`src/rtl/tmt_pkg.sv`:
```
// Shared types, constants and tables of the torus mesh tessellator.
`timescale 1ns / 1ps
`default_nettype none
package tmt_pkg;

  localparam int SEG_W = 11;  // segment count and grid index width
  localparam int RW    = 30;  // divider remainder and divisor width
  localparam int QB    = 17;  // quotient bits, one divider cell each
  localparam int ZW    = 40;  // angle width ahead of the fold
  localparam int CW    = 34;  // CORDIC datapath width
  localparam int VW    = 21;  // vertex number width

  localparam logic signed [ZW-1:0] PI_Q30        = 40'sd3373259426;
  localparam logic signed [ZW-1:0] HALF_PI_Q30   = 40'sd1686629713;
  localparam logic signed [ZW-1:0] THR_HALF_PI   = 40'sd5059889139;
  localparam logic signed [ZW-1:0] TWO_PI_Q30    = 40'sd6746518852;
  localparam logic signed [ZW-1:0] TWO_2PI_Q30   = 40'sd13493037704;
  localparam logic signed [ZW-1:0] FOUR_2PI_Q30  = 40'sd26986075408;
  // pi plus three turns: makes every reachable angle non-negative
  localparam logic signed [ZW-1:0] T_OFFSET      = 40'sd23612815982;
  localparam logic signed [CW-1:0] CORDIC_START  = 34'sd652032874;

  // result kinds on out_tuser
  localparam logic [1:0] KIND_VERTEX   = 2'd0;
  localparam logic [1:0] KIND_TRI      = 2'd1;
  localparam logic [1:0] KIND_LINE     = 2'd2;
  localparam logic [1:0] KIND_LINE_END = 2'd3;

  // register indexes
  localparam logic [2:0] REG_MAJOR_RADIUS = 3'd0;
  localparam logic [2:0] REG_TUBE_RADIUS  = 3'd1;
  localparam logic [2:0] REG_RING_SEGS    = 3'd2;
  localparam logic [2:0] REG_TUBE_SEGS    = 3'd3;
  localparam logic [2:0] REG_RING_START   = 3'd4;
  localparam logic [2:0] REG_RING_SPAN    = 3'd5;
  localparam logic [2:0] REG_TUBE_START   = 3'd6;
  localparam logic [2:0] REG_TUBE_SPAN    = 3'd7;

  // divider lanes
  localparam int LANE_U = 0;
  localparam int LANE_V = 1;
  localparam int LANE_S = 2;
  localparam int LANE_T = 3;

  typedef struct packed {
    logic                    act;
    logic [SEG_W-1:0]        j;
    logic [SEG_W-1:0]        i;
    logic [SEG_W-1:0]        rs;
    logic [SEG_W-1:0]        ts;
    logic [SEG_W:0]          wdt;
    logic [22:0]             wj;
    logic signed [27:0]      pu;
    logic signed [27:0]      pv;
    logic [3:0][RW-1:0]      rem;
    logic [3:0][RW-1:0]      den;
    logic [3:0][QB-1:0]      quo;
    logic [1:0]              neg;
    logic signed [ZW-1:0]    tu;
    logic signed [ZW-1:0]    tv;
    logic                    flipu;
    logic                    flipv;
    logic signed [CW-1:0]    xu;
    logic signed [CW-1:0]    yu;
    logic signed [CW-1:0]    zu;
    logic signed [CW-1:0]    xv;
    logic signed [CW-1:0]    yv;
    logic signed [CW-1:0]    zv;
    logic [15:0]             tex_s;
    logic [15:0]             tex_t;
    logic signed [CW-1:0]    cu;
    logic signed [CW-1:0]    su;
    logic signed [CW-1:0]    sv;
    logic signed [50:0]      mw;
    logic signed [50:0]      mz;
    logic signed [67:0]      n3;
    logic signed [67:0]      n4;
    logic signed [35:0]      wr;
    logic signed [15:0]      pz;
    logic signed [15:0]      nx;
    logic signed [15:0]      ny;
    logic signed [15:0]      nz;
    logic signed [69:0]      px_p;
    logic signed [69:0]      py_p;
  } item_t;

  typedef struct packed {
    logic                act;
    logic                i_one;
    logic signed [15:0]  px;
    logic signed [15:0]  py;
    logic signed [15:0]  pz;
    logic signed [15:0]  nx;
    logic signed [15:0]  ny;
    logic signed [15:0]  nz;
    logic [15:0]         tex_s;
    logic [15:0]         tex_t;
    logic [VW-1:0]       va;
    logic [VW-1:0]       vb;
    logic [VW-1:0]       vc;
    logic [VW-1:0]       vd;
  } seq_in_t;

  // atan(2^-k) in Q4.30, series sum with truncated terms
  function automatic logic signed [CW-1:0] atan_q30(input int k);
    logic signed [CW-1:0] v;
    case (k)
      0:       v = 34'sd843314857;
      1:       v = 34'sd497837830;
      2:       v = 34'sd263043837;
      3:       v = 34'sd133525158;
      4:       v = 34'sd67021687;
      5:       v = 34'sd33543516;
      6:       v = 34'sd16775851;
      7:       v = 34'sd8388438;
      8:       v = 34'sd4194283;
      9:       v = 34'sd2097150;
      default: v = CW'(64'sd1 <<< (30 - k));
    endcase
    return v;
  endfunction

endpackage
`default_nettype wire

```
`src/rtl/tmt_out_seq.sv`:
```
// Output sequencer: one beat per vertex, the triangle and line run per quad.
`timescale 1ns / 1ps
`default_nettype none
module tmt_out_seq (
  input  wire logic             clk,
  input  wire logic             rst_n,
  input  wire logic             in_vld,
  input  wire tmt_pkg::seq_in_t in_item,
  output logic                  take,
  output logic                  out_tvalid,
  input  wire logic             out_tready,
  // kind
  output logic [1:0]            out_tuser,
  // pos_x, pos_y, pos_z, norm_x, norm_y, norm_z, tex_s, tex_t, vert_a, vert_b, vert_c
  output logic [191:0]          out_tdata
);

  typedef enum logic [2:0] {
    ST_TRI0,
    ST_TRI1,
    ST_LINE_AB,
    ST_LINE_BC,
    ST_LINE_CD,
    ST_LINE_DA
  } step_t;

  logic             busy_r;
  step_t            step_r;
  step_t            step_nxt;
  tmt_pkg::seq_in_t hold_r;
  logic             last_beat;

  logic [1:0]                kind;
  logic [127:0]              attr;
  logic [tmt_pkg::VW-1:0]    va, vb, vc;

  assign last_beat = !hold_r.act || (step_r == ST_LINE_DA);
  assign take      = !busy_r || (out_tready && last_beat);

  always_comb begin
    case (step_r)
      ST_TRI0:    step_nxt = ST_TRI1;
      ST_TRI1:    step_nxt = hold_r.i_one ? ST_LINE_AB : ST_LINE_BC;
      ST_LINE_AB: step_nxt = ST_LINE_BC;
      ST_LINE_BC: step_nxt = ST_LINE_CD;
      ST_LINE_CD: step_nxt = ST_LINE_DA;
      default:    step_nxt = ST_LINE_DA;
    endcase
  end

  always_ff @(posedge clk) begin
    if (!rst_n) begin
      busy_r <= 1'b0;
      step_r <= ST_TRI0;
    end else if (take) begin
      busy_r <= in_vld;
      step_r <= ST_TRI0;
      hold_r <= in_item;
    end else if (out_tready) begin
      step_r <= step_nxt;
    end
  end

  always_comb begin
    kind = tmt_pkg::KIND_TRI;
    attr = '0;
    va   = '0;
    vb   = '0;
    vc   = '0;
    if (!hold_r.act) begin
      kind = tmt_pkg::KIND_VERTEX;
      attr = {hold_r.tex_t, hold_r.tex_s, hold_r.nz, hold_r.ny, hold_r.nx,
              hold_r.pz, hold_r.py, hold_r.px};
    end else begin
      case (step_r)
        ST_TRI0: begin
          va = hold_r.va; vb = hold_r.vb; vc = hold_r.vd;
        end
        ST_TRI1: begin
          va = hold_r.vb; vb = hold_r.vc; vc = hold_r.vd;
        end
        ST_LINE_AB: begin
          kind = tmt_pkg::KIND_LINE; va = hold_r.va; vb = hold_r.vb;
        end
        ST_LINE_BC: begin
          kind = tmt_pkg::KIND_LINE; va = hold_r.vb; vb = hold_r.vc;
        end
        ST_LINE_CD: begin
          kind = tmt_pkg::KIND_LINE; va = hold_r.vc; vb = hold_r.vd;
        end
        default: begin
          kind = tmt_pkg::KIND_LINE_END; va = hold_r.vd; vb = hold_r.va;
        end
      endcase
    end
  end

  assign out_tvalid = busy_r;
  assign out_tuser  = kind;
  assign out_tdata  = {1'b0, vc, vb, va, attr};

  a_step_holds: assert property (@(posedge clk) disable iff (!rst_n)
    busy_r && !out_tready |=> $stable(step_r) && busy_r)
    else $error("step moved while the beat was stalled");

  a_vertex_single: assert property (@(posedge clk) disable iff (!rst_n)
    busy_r && !hold_r.act |-> step_r == ST_TRI0)
    else $error("vertex item left the first step");

  a_vertex_no_verts: assert property (@(posedge clk) disable iff (!rst_n)
    out_tvalid && out_tuser == tmt_pkg::KIND_VERTEX |-> out_tdata[191:128] == '0)
    else $error("vertex beat carries vertex numbers");

  a_prim_no_attr: assert property (@(posedge clk) disable iff (!rst_n)
    out_tvalid && out_tuser != tmt_pkg::KIND_VERTEX |-> out_tdata[127:0] == '0)
    else $error("primitive beat carries vertex attributes");

endmodule
`default_nettype wire

```
`config.mk`:
```
export PLATFORM = sky130hd
export DESIGN_NAME = tmt_out_seq
export DESIGN_NICKNAME = d
export VERILOG_FILES = /design/src/rtl/tmt_pkg.sv /design/src/rtl/tmt_out_seq.sv
export SDC_FILE = /design/constraint.sdc
export NUM_CORES = 1
export LEC_CHECK = 0
export BUFFER_PORTS_ARGS = -buffer_cell sky130_fd_sc_hd__buf_2
export CAP_MARGIN = 10
export CORE_AREA = 2 2 159 161
export CTS_BUF_LIST = sky130_fd_sc_hd__clkbuf_8 sky130_fd_sc_hd__clkbuf_16
export CTS_CLUSTER_SIZE = 14
export DETAILED_ROUTE_END_ITERATION = 10
export DIE_AREA = 0 0 161 163
export PLACE_DENSITY = 0.66
export SLEW_MARGIN = 0
export SYNTH_ARGS = -nofsm -noshare
export SYNTH_HDL_FRONTEND = slang
export SYNTH_SLANG_ARGS = --single-unit
```
`constraint.sdc`:
```
create_clock -name clk -period 13.3 [get_ports clk]
set_input_delay 1.33 -clock clk [delete_from_list [all_inputs] [get_ports clk]]
set_output_delay 1.33 -clock clk [all_outputs]
set_load 0.01 [all_outputs]
```
==> results.sh, run 1 <==
export IMPL_outcome="finished clean"
export IMPL_nets=1220
export IMPL_antenna_found_initial=12
export IMPL_hold_viol_final=0
export IMPL_drive_above_1_share_pct=49.12
export IMPL_die_x_um=161
export IMPL_power_leakage_nw=5.385
export IMPL_cts_clk_slew_worst_paths_ns=0.06
export IMPL_cpMaxStageDelayCell="buf_4"
export IMPL_cp_cell_sequence="buf_4 > buf_4 > o21ai_0 > a21oi_1 > buf_2"
export IMPL_postPlaceCellArea_mm2=0.01144
export IMPL_p_sw_mw=0.3637
export IMPL_worst_slew_pin_slew_ns=0.9928
export IMPL_track_usage_pct=17.63
export IMPL_internal_power_mw=1.218
export IMPL_critical_path_max_fanout=81
export IMPL_min_period_ns=3.959
export IMPL_ctsHoldBuffers=0
export IMPL_yosysWarnings=0
export IMPL_clockBufferDepth=3
export IMPL_grt_pass1_wl_um=35250
export IMPL_final_cells=1358
export IMPL_syn_nets=819
export IMPL_fmax_ghz=0.2526
export IMPL_p_seq_share_pct=51.8
export IMPL_grt_max_degree=143
export IMPL_cts_tree="built"
export IMPL_fin_crit_sh_pct=29.77
export IMPL_hp_start="out_tvalid"
export IMPL_portBuffers=412
export IMPL_crit_top_cell="buf_4"
export IMPL_firstDrtPassIters=4
export IMPL_synth_seq_cells=218
export IMPL_ant_nets=0
export IMPL_vdd_drop_max_mv=0.1102
export IMPL_min_path_type="reg -> reg"
export IMPL_gp_congestion=0.8527
export IMPL_p_per_area_mw_per_mm2=130.0
export IMPL_overflow=0
export IMPL_r2r_start="step_r[2]"
export IMPL_dieArea_mm2=0.02624
export IMPL_clock_skew_ns=0.007654
export IMPL_startpoint="hold_r[213]"
export IMPL_setup_violations=0
export IMPL_start_util_pct=36.97
export IMPL_comb_power_share_pct=10.5
export IMPL_grt_pass1_vias=6179
export IMPL_fillers=2237
export IMPL_area_growth_pct=33.46
export IMPL_required_ns=11.97
export IMPL_slew_headroom_pct=33.81
export IMPL_htree_levels=1
export IMPL_clockPowerShare_pct=37.7
export IMPL_seq_area_frac_synth_pct=71.33
export IMPL_root_buffer="clkbuf_16"
export IMPL_finalSetupTns_ns=0
export IMPL_crit_type="reg -> out"
export IMPL_netSwitchingFraction_pct=22.99
export IMPL_clock_sinks=218
export IMPL_dr_total_vias=6258
export IMPL_syn_area_per_cell_um2=15.18
export IMPL_clk_latency_ns=0.51
export IMPL_dp_hpwl_um=17440
export IMPL_post_cts_resized=0
export IMPL_cp_end_kind="primary output"
export IMPL_routedWlPerCell_um=17.93
export IMPL_cpPeakStageDelay_ns=0.72
export IMPL_cap_viol_max_count=0
export IMPL_die_h_um=163
export IMPL_drc=0
export IMPL_via_per_inst=4.608
export IMPL_io_pins=414
export IMPL_final_util_pct=49.34
export IMPL_stdcell_area_mm2=0.01217
export IMPL_cts_buffers=24
export IMPL_core_area_mm2=0.02467
export IMPL_synthCells=601
export IMPL_worstPathArrival_ns=2.63
export IMPL_dp_cells=1306
export IMPL_drt_iter0_markers=318
export IMPL_cp_start_kind="register"
export IMPL_post_cts_buffers=0
export IMPL_wirelength_um=24350
export IMPL_ys_types=27
export IMPL_netlist_area_mm2=0.009121
export IMPL_rsz0062_at_grt="false"
export IMPL_maxSlewViolCount=0
export IMPL_power_total_mw=1.582
export IMPL_row_count=58
==> logic make-up after synthesis <==
family                 count (synthesis)  synth area share (%)
AOI/OAI and AO/OA                     91                 5.144
other                                  1               0.04111
and+or+nand+nor                      162                 11.17
DFF                                  218                 71.33
buffers and inverters                 45                 2.524
muxes                                 84                 9.794
==> power groups by stage <==
stage                     registers, mW  logic (mW)  clock network, mW
after floorplan                   0.836      0.0862                  0
after global placement            0.832       0.167                  0
after detailed placement          0.834       0.169                  0
after CTS                         0.820       0.170              0.618
after global routing              0.823       0.183              0.641
final                             0.819       0.167              0.596
==> cells in the mapped netlist, drive strengths merged <==
| master | number | area [µm²] |
|---|---|---|
| nor2 | 5 | 35.03 |
| nand4 | 1 | 6.260 |
| clkbuf | 27 | 101.4 |
| a21oi | 43 | 215.2 |
| mux2 | 42 | 473.0 |
| dfxtp | 4 | 80.08 |
| a32oi | 1 | 8.760 |
| o211ai | 1 | 7.510 |
| o21a | 1 | 7.510 |
| o22ai | 1 | 6.260 |
| nand2b | 2 | 12.51 |
| o21ai | 42 | 210.2 |
| edfxtp | 214 | 6426 |
| nand4b | 1 | 8.760 |
| a31oi | 1 | 6.260 |
| and2 | 1 | 6.260 |
| buf | 17 | 125.1 |
| conb | 1 | 3.750 |
| and3 | 21 | 131.4 |
| nand3 | 1 | 5.000 |
| inv | 1 | 3.750 |
| mux2i | 42 | 420.4 |
| a21boi | 1 | 7.510 |
| nor2b | 130 | 813.3 |
==> stage by stage <==
| stage | setup WS (ns) | hold slack (ns) |
|---|---|---|
| CTS | 9.318 | 0.5335 |
| floorplan | 6.164 | 0.5304 |
| detailed placement | 9.540 | 0.5259 |
| finish | 9.341 | 0.5404 |
| global route | 9.085 | 0.5783 |
| global placement | 9.591 | 0.5326 |
==> sequential cells by signal (all words and copies together) (netlist names) <==
signal / cells
out_tvalid: 1
step_r: 3
hold_r: 214
==> placed cells by master, fill, tap and decap left out, types with 7 or more instances in the layout <==
cell type and count:
a21oi_1 43, and3_1 21, buf_2 412, clkbuf_16 25, clkinv_2 7, diode_2 10, edfxtp_1 214, mux2_2 42
mux2i_1 42, nor2b_1 130, o21ai_0 42
==> path summary, 6_finish.rpt <==
check / endpoint / slack [ns] / cells after the start
worst max register to register: hold_r[62] / 10.04 / 5
worst min register to register: step_r[2] / 0.54 / 2
worst max-delay path: out_tdata[156] / 9.34 / 5
worst min-delay path: step_r[2] / 0.54 / 2
==> layer usage <==
layer | wire (µm) | share of wire (%) | vias up | GRT usage, %
met1 | 8841 | 36 | 2931 | 19.29
met3 | 2201 | 9.0 | 40 | 6.646
met4 | 690 | 2.8 | 4 | 6.169
met5 | 25 | 0.10 | - | 0
met2 | 12590 | 52 | 258 | 31.41
li1 | - | - | 3025 | -
==> final cells by class <==
cell class	count	area [µm²]	share of cell area (%)
Inverter	1	3.754	0.03084
Tap cell	330	412.9	3.392
Multi-Input combinational cell	338	2390	19.63
Clock inverter	17	80.08	0.6578
Sequential cell	218	6509	53.47
Antenna cell	10	25.02	0.2056
Timing Repair Buffer	419	2127	17.47
Clock buffer	25	625.6	5.139
==> worst max-delay path: cells and delay by family (launching register included) <==
family                 cells  cell delay, ns
buffers and inverters      3            1.33
DFF                        1            0.36
AOI/OAI and AO/OA          2            0.37
Note: power is estimated with default switching activity, not from simulation.
==> run 2, diff against run 1 <==
--- a/config.mk
+++ b/config.mk
@@ -7,11 +7,11 @@
 export LEC_CHECK = 0
 export BUFFER_PORTS_ARGS = -buffer_cell sky130_fd_sc_hd__buf_2
 export CAP_MARGIN = 10
-export CORE_AREA = 2 2 159 161
+export CORE_AREA = 2 2 163 165
 export CTS_BUF_LIST = sky130_fd_sc_hd__clkbuf_8 sky130_fd_sc_hd__clkbuf_16
 export CTS_CLUSTER_SIZE = 14
 export DETAILED_ROUTE_END_ITERATION = 10
-export DIE_AREA = 0 0 161 163
+export DIE_AREA = 0 0 165 167
 export PLACE_DENSITY = 0.66
 export SLEW_MARGIN = 0
 export SYNTH_ARGS = -nofsm -noshare
==> constraint.sdc (replaced) <==
create_clock -name clk -period 3.4 [get_ports clk]
set_input_delay 0.34 -clock clk [delete_from_list [all_inputs] [get_ports clk]]
set_output_delay 0.34 -clock clk [all_outputs]
set_load 0.01 [all_outputs]
==> results.sh, run 2 (synthesized netlist as in run 1, its figures left out) <==
export IMPL_min_period_ns=2.901
export IMPL_htree_levels=1
export IMPL_cts_buffers=24
export IMPL_area_growth_pct=57.28
export IMPL_gp_congestion=0.7882
export IMPL_cp_start_kind="register"
export IMPL_antenna_found_initial=3
export IMPL_drive_above_1_share_pct=41.02
export IMPL_grt_pass1_wl_um=41750
export IMPL_io_pins=414
export IMPL_ant_nets=0
export IMPL_post_cts_buffers=0
export IMPL_fin_crit_sh_pct=85.34
export IMPL_overflow=0
export IMPL_hold_viol_final=0
export IMPL_dp_hpwl_um=18600
export IMPL_routedWlPerCell_um=18.26
export IMPL_drc=0
export IMPL_drt_iter0_markers=376
export IMPL_cts_clk_slew_worst_paths_ns=0.06
export IMPL_final_cells=1567
export IMPL_cpPeakStageDelay_ns=0.73
export IMPL_regMostFlops="hold_r"
export IMPL_hold_worst_slack_ns=0.02534
export IMPL_final_util_pct=55.68
export IMPL_min_path_type="in -> reg"
export IMPL_cts_tree="built"
export IMPL_wirelength_um=28610
export IMPL_firstDrtPassIters=4
export IMPL_cp_end_kind="primary output"
export IMPL_via_per_inst=4.665
export IMPL_clockBufferDepth=3
export IMPL_die_h_um=167
export IMPL_fmax_ghz=0.3447
export IMPL_cp_cell_sequence="buf_4 > mux2_2 > o21ai_0 > a21oi_1 > buf_2"
export IMPL_post_cts_resized=0
export IMPL_vdd_drop_max_mv=0.4853
export IMPL_post_place_ws_ns=1.028
export IMPL_rsz0062_at_grt="false"
export IMPL_finalSetupTns_ns=0
export IMPL_core_area_mm2=0.02576
export IMPL_ctsHoldBuffers=203
export IMPL_row_count=59
export IMPL_grt_pass1_vias=7664
export IMPL_power_leakage_nw=6.326
export IMPL_dieArea_mm2=0.02756
export IMPL_cap_viol_max_count=0
export IMPL_start_util_pct=35.40
export IMPL_worstPathArrival_ns=2.56
export IMPL_final_common_cell="buf_2"
export IMPL_maxSlewViolCount=0
export IMPL_clock_skew_ns=0.007874
export IMPL_nets=1433
export IMPL_grt_max_degree=194
export IMPL_critical_path_max_fanout=27
export IMPL_stdcell_area_mm2=0.01435
export IMPL_postPlaceCellArea_mm2=0.01158
export IMPL_clock_sinks=218
export IMPL_cpMaxStageDelayCell="dfxtp_2"
export IMPL_crit_type="reg -> out"
export IMPL_dp_cells=1320
export IMPL_slew_headroom_pct=27.26
export IMPL_die_x_um=165
export IMPL_layout_common_cells="412 x buf_2, 214 x edfxtp_1, 204 x dlygate4sd3_1"
export IMPL_portBuffers=412
export IMPL_setup_violations=0
export IMPL_largest_reg_flops=214
export IMPL_fin_ws_ns=0.4986
export IMPL_p_per_area_mw_per_mm2=452.2
export IMPL_track_usage_pct=19.87
export IMPL_worst_slew_pin_slew_ns=1.090
export IMPL_outcome="finished clean"
export IMPL_dr_total_vias=7310
export IMPL_root_buffer="clkbuf_16"
export IMPL_clk_latency_ns=0.51
export IMPL_required_ns=3.06
export IMPL_power_total_mw=6.487
[run 2: report_power, final]
part	total (mW)	switching [mW]	internal, mW	leakage (nW)
sequential	3.21	0.0626	3.15	2.09
combinational	0.884	0.415	0.469	3.85
clock	2.39	1.00	1.39	0.383
total	6.49	1.48	5.01	6.33
[run 2: per-layer routing]
| metal | part of all wire, % | GRT usage, % | vias up |
|---|---|---|---|
| met3 | 7.1 | 4.807 | 69 |
| met1 | 37 | 21.41 | 3487 |
| met5 | 0.094 | 0 | - |
| li1 | - | - | 3444 |
| met2 | 52 | 36.78 | 306 |
| met4 | 3.9 | 8.053 | 4 |
[run 2: final timing paths]
path,from,to,slack [ns],cells past startpoint
hold reg to reg,out_tvalid,step_r[2],0.55,2
hold / removal,in_item[125],hold_r[125],0.03,1
setup reg to reg,step_r[0],hold_r[142],1.05,4
setup / recovery,step_r[0],out_tdata[133],0.50,5
[run 2: critical path, delay by kind of cell (launching register included)]
kind            cells  cell delay (ns)
flops               1             0.73
mux                 1             0.38
compound gates      2             0.30
buf+inv             2             0.64
[run 2: final cells by class]
type | instances | area, µm²
Fill cell | 2045 | 11420
Sequential cell | 218 | 6509
Timing Repair Buffer | 632 | 4299
Multi-Input combinational cell | 338 | 2390
Clock buffer | 25 | 625.6
Tap cell | 335 | 419.2
Clock inverter | 17 | 97.59
Inverter | 1 | 3.754
Antenna cell | 1 | 2.502
